===== src/rtl/core/pfpv_pkg.sv =====
// ----------------------------------------------------------------------------
// pfpv_pkg
// Shared types, constants and tables for the person-follow velocity controller
// ----------------------------------------------------------------------------
package pfpv_pkg;

    localparam int COORD_FRAC_BITS_DEFAULT = 10;
    localparam int ATAN_ITERATIONS_DEFAULT = 16;

    localparam int PI_Q12      = 12868;
    localparam int PI6_Q12     = 2145;
    localparam int PI12_Q12    = 1072;
    localparam int HALF_PI_Q16 = 102944;
    localparam int BACKOFF_Q12 = -819;

    localparam logic [13:0] CRUISE_SPEED_RESET    = 14'd819;
    localparam logic [14:0] TURN_RATE_LIMIT_RESET = 15'd4096;
    localparam logic [15:0] GAIN_P_RESET          = 16'd6554;
    localparam logic [15:0] GAIN_I_RESET          = 16'd205;
    localparam logic [15:0] GAIN_D_RESET          = 16'd41;

    typedef enum logic [2:0] {
        ACT_NO_MOVE      = 3'd0,
        ACT_BACK_OFF     = 3'd1,
        ACT_DEAD_ZONE    = 3'd2,
        ACT_ROTATE       = 3'd3,
        ACT_STRAIGHT     = 3'd4,
        ACT_CURVE        = 3'd5,
        ACT_DEFAULT_STOP = 3'd6
    } action_t;

    typedef enum logic [2:0] {
        CFG_CRUISE_SPEED    = 3'd0,
        CFG_TURN_RATE_LIMIT = 3'd1,
        CFG_GAIN_P          = 3'd2,
        CFG_GAIN_I          = 3'd3,
        CFG_GAIN_D          = 3'd4
    } cfg_index_t;

    typedef enum logic [3:0] {
        ST_IDLE,
        ST_CORDIC,
        ST_HEAD,
        ST_MUL_P,
        ST_MUL_I,
        ST_MUL_D,
        ST_SCALE,
        ST_RECIP,
        ST_FINISH
    } state_t;

    typedef enum logic [3:0] {
        OP_NONE,
        OP_LOAD,
        OP_CORDIC,
        OP_HEAD,
        OP_MUL_P,
        OP_MUL_I,
        OP_MUL_D,
        OP_SCALE,
        OP_RECIP,
        OP_FINISH
    } op_t;

    typedef struct packed {
        op_t op;
    } cmd_t;

    typedef struct packed {
        logic band;
    } status_t;

    // atan(2^-i) in Q.16 rad
    function automatic logic [15:0] atan_q16(input logic [4:0] i);
        logic [15:0] a;
        case (i)
            5'd0:    a = 16'd51472;
            5'd1:    a = 16'd30386;
            5'd2:    a = 16'd16055;
            5'd3:    a = 16'd8150;
            5'd4:    a = 16'd4091;
            5'd5:    a = 16'd2047;
            5'd6:    a = 16'd1024;
            5'd7:    a = 16'd512;
            default: a = 16'(32'd65536 >> i);
        endcase
        return a;
    endfunction

endpackage


===== src/rtl/core/pfpv_ctrl.sv =====
// ----------------------------------------------------------------------------
// pfpv_ctrl
// Sequencer: input handshake, cordic iteration count, pid steps, output valid
// ----------------------------------------------------------------------------
module pfpv_ctrl #(
    parameter int ATAN_ITERATIONS = pfpv_pkg::ATAN_ITERATIONS_DEFAULT,
    localparam int IW = $clog2(ATAN_ITERATIONS)
) (
    input  logic               clk,
    input  logic               rst_n,
    input  logic               s_tvalid,
    output logic               s_tready,
    output logic               m_tvalid,
    input  logic               m_tready,
    input  pfpv_pkg::status_t  status,
    output pfpv_pkg::cmd_t     cmd,
    output logic [IW-1:0]      iter
);

    localparam logic [IW-1:0] LAST_ITER = IW'(ATAN_ITERATIONS - 1);

    pfpv_pkg::state_t state_reg, state_next;
    logic [IW-1:0]    iter_reg, iter_next;
    logic             out_valid_reg, out_valid_next;

    always_ff @(posedge clk or negedge rst_n)
    begin
        if (!rst_n)
        begin
            state_reg     <= pfpv_pkg::ST_IDLE;
            iter_reg      <= '0;
            out_valid_reg <= 1'b0;
        end
        else
        begin
            state_reg     <= state_next;
            iter_reg      <= iter_next;
            out_valid_reg <= out_valid_next;
        end
    end

    always_comb
    begin
        state_next     = state_reg;
        iter_next      = iter_reg;
        out_valid_next = out_valid_reg && !m_tready;
        cmd.op         = pfpv_pkg::OP_NONE;
        s_tready       = 1'b0;
        case (state_reg)
            pfpv_pkg::ST_IDLE:
            begin
                s_tready = 1'b1;
                if (s_tvalid)
                begin
                    cmd.op     = pfpv_pkg::OP_LOAD;
                    iter_next  = '0;
                    state_next = status.band ? pfpv_pkg::ST_CORDIC : pfpv_pkg::ST_FINISH;
                end
            end
            pfpv_pkg::ST_CORDIC:
            begin
                cmd.op = pfpv_pkg::OP_CORDIC;
                if (iter_reg == LAST_ITER)
                begin
                    iter_next  = '0;
                    state_next = pfpv_pkg::ST_HEAD;
                end
                else
                begin
                    iter_next = iter_reg + 1'b1;
                end
            end
            pfpv_pkg::ST_HEAD:
            begin
                cmd.op     = pfpv_pkg::OP_HEAD;
                state_next = pfpv_pkg::ST_MUL_P;
            end
            pfpv_pkg::ST_MUL_P:
            begin
                cmd.op     = pfpv_pkg::OP_MUL_P;
                state_next = pfpv_pkg::ST_MUL_I;
            end
            pfpv_pkg::ST_MUL_I:
            begin
                cmd.op     = pfpv_pkg::OP_MUL_I;
                state_next = pfpv_pkg::ST_MUL_D;
            end
            pfpv_pkg::ST_MUL_D:
            begin
                cmd.op     = pfpv_pkg::OP_MUL_D;
                state_next = pfpv_pkg::ST_SCALE;
            end
            pfpv_pkg::ST_SCALE:
            begin
                cmd.op     = pfpv_pkg::OP_SCALE;
                state_next = pfpv_pkg::ST_RECIP;
            end
            pfpv_pkg::ST_RECIP:
            begin
                cmd.op     = pfpv_pkg::OP_RECIP;
                state_next = pfpv_pkg::ST_FINISH;
            end
            pfpv_pkg::ST_FINISH:
            begin
                // wait for the output register to drain
                if (!out_valid_reg || m_tready)
                begin
                    cmd.op         = pfpv_pkg::OP_FINISH;
                    out_valid_next = 1'b1;
                    state_next     = pfpv_pkg::ST_IDLE;
                end
            end
            default:
            begin
                state_next = pfpv_pkg::ST_IDLE;
            end
        endcase
    end

    assign m_tvalid = out_valid_reg;
    assign iter     = iter_reg;

endmodule


===== config.mk =====
export PLATFORM = sky130hd
export DESIGN_NAME = pfpv_ctrl
export DESIGN_NICKNAME = d
export VERILOG_FILES = /design/src/rtl/core/pfpv_pkg.sv /design/src/rtl/core/pfpv_ctrl.sv
export SDC_FILE = /design/constraint.sdc
export NUM_CORES = 1
export LEC_CHECK = 0
export ABC_AREA = 1
export BUFFER_PORTS_ARGS = -buffer_cell sky130_fd_sc_hd__buf_2
export CAP_MARGIN = 20
export CORE_AREA = 2 2 39 41
export DETAILED_ROUTE_END_ITERATION = 16
export DIE_AREA = 0 0 41 43
export PLACE_DENSITY_LB_ADDON = 0.08
export SYNTH_ARGS = -nofsm -noshare
export SYNTH_HDL_FRONTEND = slang
export SYNTH_SLANG_ARGS = --single-unit

===== constraint.sdc =====
create_clock -name clk -period 3.5 [get_ports clk]
set_input_delay 0.175 -clock clk [delete_from_list [all_inputs] [get_ports clk]]
set_output_delay 0.175 -clock clk [all_outputs]
set_load 0.02 [all_outputs]

==> results.md <==
- DRC errors left: 0
- Leak pwr: approximately 0.38 nW
- Worst-skew pair later-pin latency: approximately 0.25 ns
- Clock tree buffer depth: 2
- Worst Clk Skew: 0.000711 ns
- Mapped Area: about 560 um^2
- Max Freq: ~0.63 GHz
- Post-CTS Setup Bufs: 0
- Clock buffer count from CTS: 3
- Setup-failing EPs final: 0
- Hold_sp: m_tready
- Yosys warns: 0
- Largest area contributor in the netlist: dfrtp_1
- # diodes: 0
- Family with the most delay on the worst path: simple AND/OR/NAND/NOR gates
- Slowest cell on crit path: dfrtp_1
- Cells after DPL: 100
- DIE WIDTH: roughly 41 um
- Worst Tran Pin Value: 0.233 ns
- Die area: approximately 0.0018 mm^2
- ANT nets after route: 0
- Syn Nets: 76
- CP Class: reg -> out
- Fin Setup TNS: 0 ns
- Commonest non-fill, non-tap cells in the layout: 14 x buf_2, 13 x nand2_1, 12 x nand3_1
- Dpl hpwl: 880 um
- WL final: around 1100 um
- First-pass GRT wire length: about 1800 um
- NumNets Final: 96
- CTS tree: yes
- Placer Congestion: 0.689
- Max-Slew Margin vs Limit: 84.5%
- 1st-pass router iterations: 4
- Largest net degree at the start of global routing: 10
- Post-route minimum period: ~1.6 ns
- Vias per cell: around 4.9
- Critical Path End Type: primary output
- Synth-to-Final Area Change: 22.5%
- RSZ-0062 raised after global routing: false
- Fin util: slightly below 50%
- Final Hold Fails: 0
- Slowest cell delay on critical path: around 0.45 ns
- Area share of the largest cell type after synthesis: 40.2%
- Library cells used by synthesis: 20
- Critical path launch point: state_reg[1]
- Starting Density: about 41%
- PortBufs: 14
- CP Launch Type: register
- Global route overflow: 0
- Outcome: complete, no violations
- H-tree depth: 1
- Site Rows: 14
- Share of cells above drive strength 1: a little under two fifths
- DRT iter0 DRCs: 7
- Reg2reg path depth: 4
- Crit path capture: cmd[0]
- Register area share after synthesis: 40.2%
- Fin Hold WS: roughly 0.13 ns
- Cell Count, Final, Fillers Out: around 110
- Post-Syn Instances: 70
- P per Cell Area: about 1000 mW/mm^2
- Root Buffer: clkbuf_4
- Worst hold path type: in -> reg
- Top Ports: 15
- Initial antenna violation count: 0
- DR WL/cell: 10.3 um
- Vias: approximately 500
- Worst Path Required: 3.32 ns
- Synthesis-stage register bit count: 9
- Worst path depth: 5
- Top cells by area, synth: dfrtp_1 40%, nand3_1 11%, nand2_1 8.7%
- Reg2reg start: iter[0]
- CTS Sinks: 9
- GRT Resource Usage Total: between 10% and 20%
- Clock slew at reported path FFs: ~0.050 ns
- Max-cap violations: 0
- Vias in the first global route: between 400 and 500
- Ordered list of cells on the worst path: nor2_4 > nand2_1 > or2_4 > nand3_2 > buf_2
- VDD IR max: just over 0.4 mV
- CP max FO: 5
- Die Y-Extent: 43 um
- CORE AREA: roughly 0.0014 mm^2
- Fin. max-slew vios: 0
- Reg2reg setup slack: around 2.3 ns
- Final worst-path cycle share: 45.4%
- Reg2reg end: iter[2]
- Buffers and inverters on the worst path: 1
- Total chip power: just over 700 uW
- Syn Area/Cell: between 8 and 9 um^2
- Most common cell after layout, fill and taps aside: buf_2
- WP data arrival: about 1.4 ns
- Fill count: ~150
cells by family (layout without fill, tap and decap cells):
group,after synthesis,in the layout,share of synthesized area (%)
AO/OA/AOI/OAI,5,5,4.46
XOR/XNOR,1,1,1.56
adder cells (fa/ha/maj),1,1,2.23
buffers and inverters,10,29,6.70
flip-flops,9,9,40.2
AND/OR/NAND/NOR,44,44,44.9
cell type report:
cell class              count  area, um^2  area share [%]
clock buffers               4        26.3            3.83
inverters                  10        37.5            5.46
multi-input cells          51         298            43.4
flip-flops and latches      9         225            32.8
well taps                  16        20.0            2.91
repair buffers             15        80.1            11.7
cell usage after synthesis, drive strengths merged:
library cell,n
xor2,1
nor2,8
nand4,3
inv,9
clkinv,1
o21ai,5
nand3b,1
ha,1
nand2,16
or2,2
dfrtp,9
nand3,14
per-layer routing:
layer / track usage (%) / routed length (um) / vias to the layer above
met5: 0 / 0 / -
met4: 12.0 / 21 / 0
met3: 1.57 / 34 / 4
met2: 24.7 / 529 / 12
met1: 19.5 / 491 / 226
li1: - / - / 268
repair_timing:
item / CTS / global route
resized for setup: 0 / 0
hold buffers: 1 / 0
hold endpoints to repair: 9 / 0
worst min path at each step:
stage | endpoint | depth (start not counted)
3_5_place_dp | state_reg[1] | 1
4_1_cts | m_tvalid | 2
5_1_grt | m_tvalid | 2
6_report | m_tvalid | 2
3_3_place_gp | state_reg[2] | 1
2_1_floorplan | iter[0] | 0
power by group:
| part | switching (mW) | total [mW] | internal (mW) |
|---|---|---|---|
| clock | 0.0317 | 0.0753 | 0.0436 |
| sequential | 0.0631 | 0.213 | 0.150 |
| combinational | 0.278 | 0.431 | 0.152 |
| total | 0.373 | 0.719 | 0.346 |
metrics by stage:
stage | setup WS, ns | area (um^2)
3_5_place_dp | 2.18 | 651
5_1_grt | 1.80 | 687
6_report | 1.91 | 687
3_3_place_gp | 2.21 | 651
2_1_floorplan | 2.26 | 561
4_1_cts | 1.89 | 687
(Power assumes the default switching activity.)
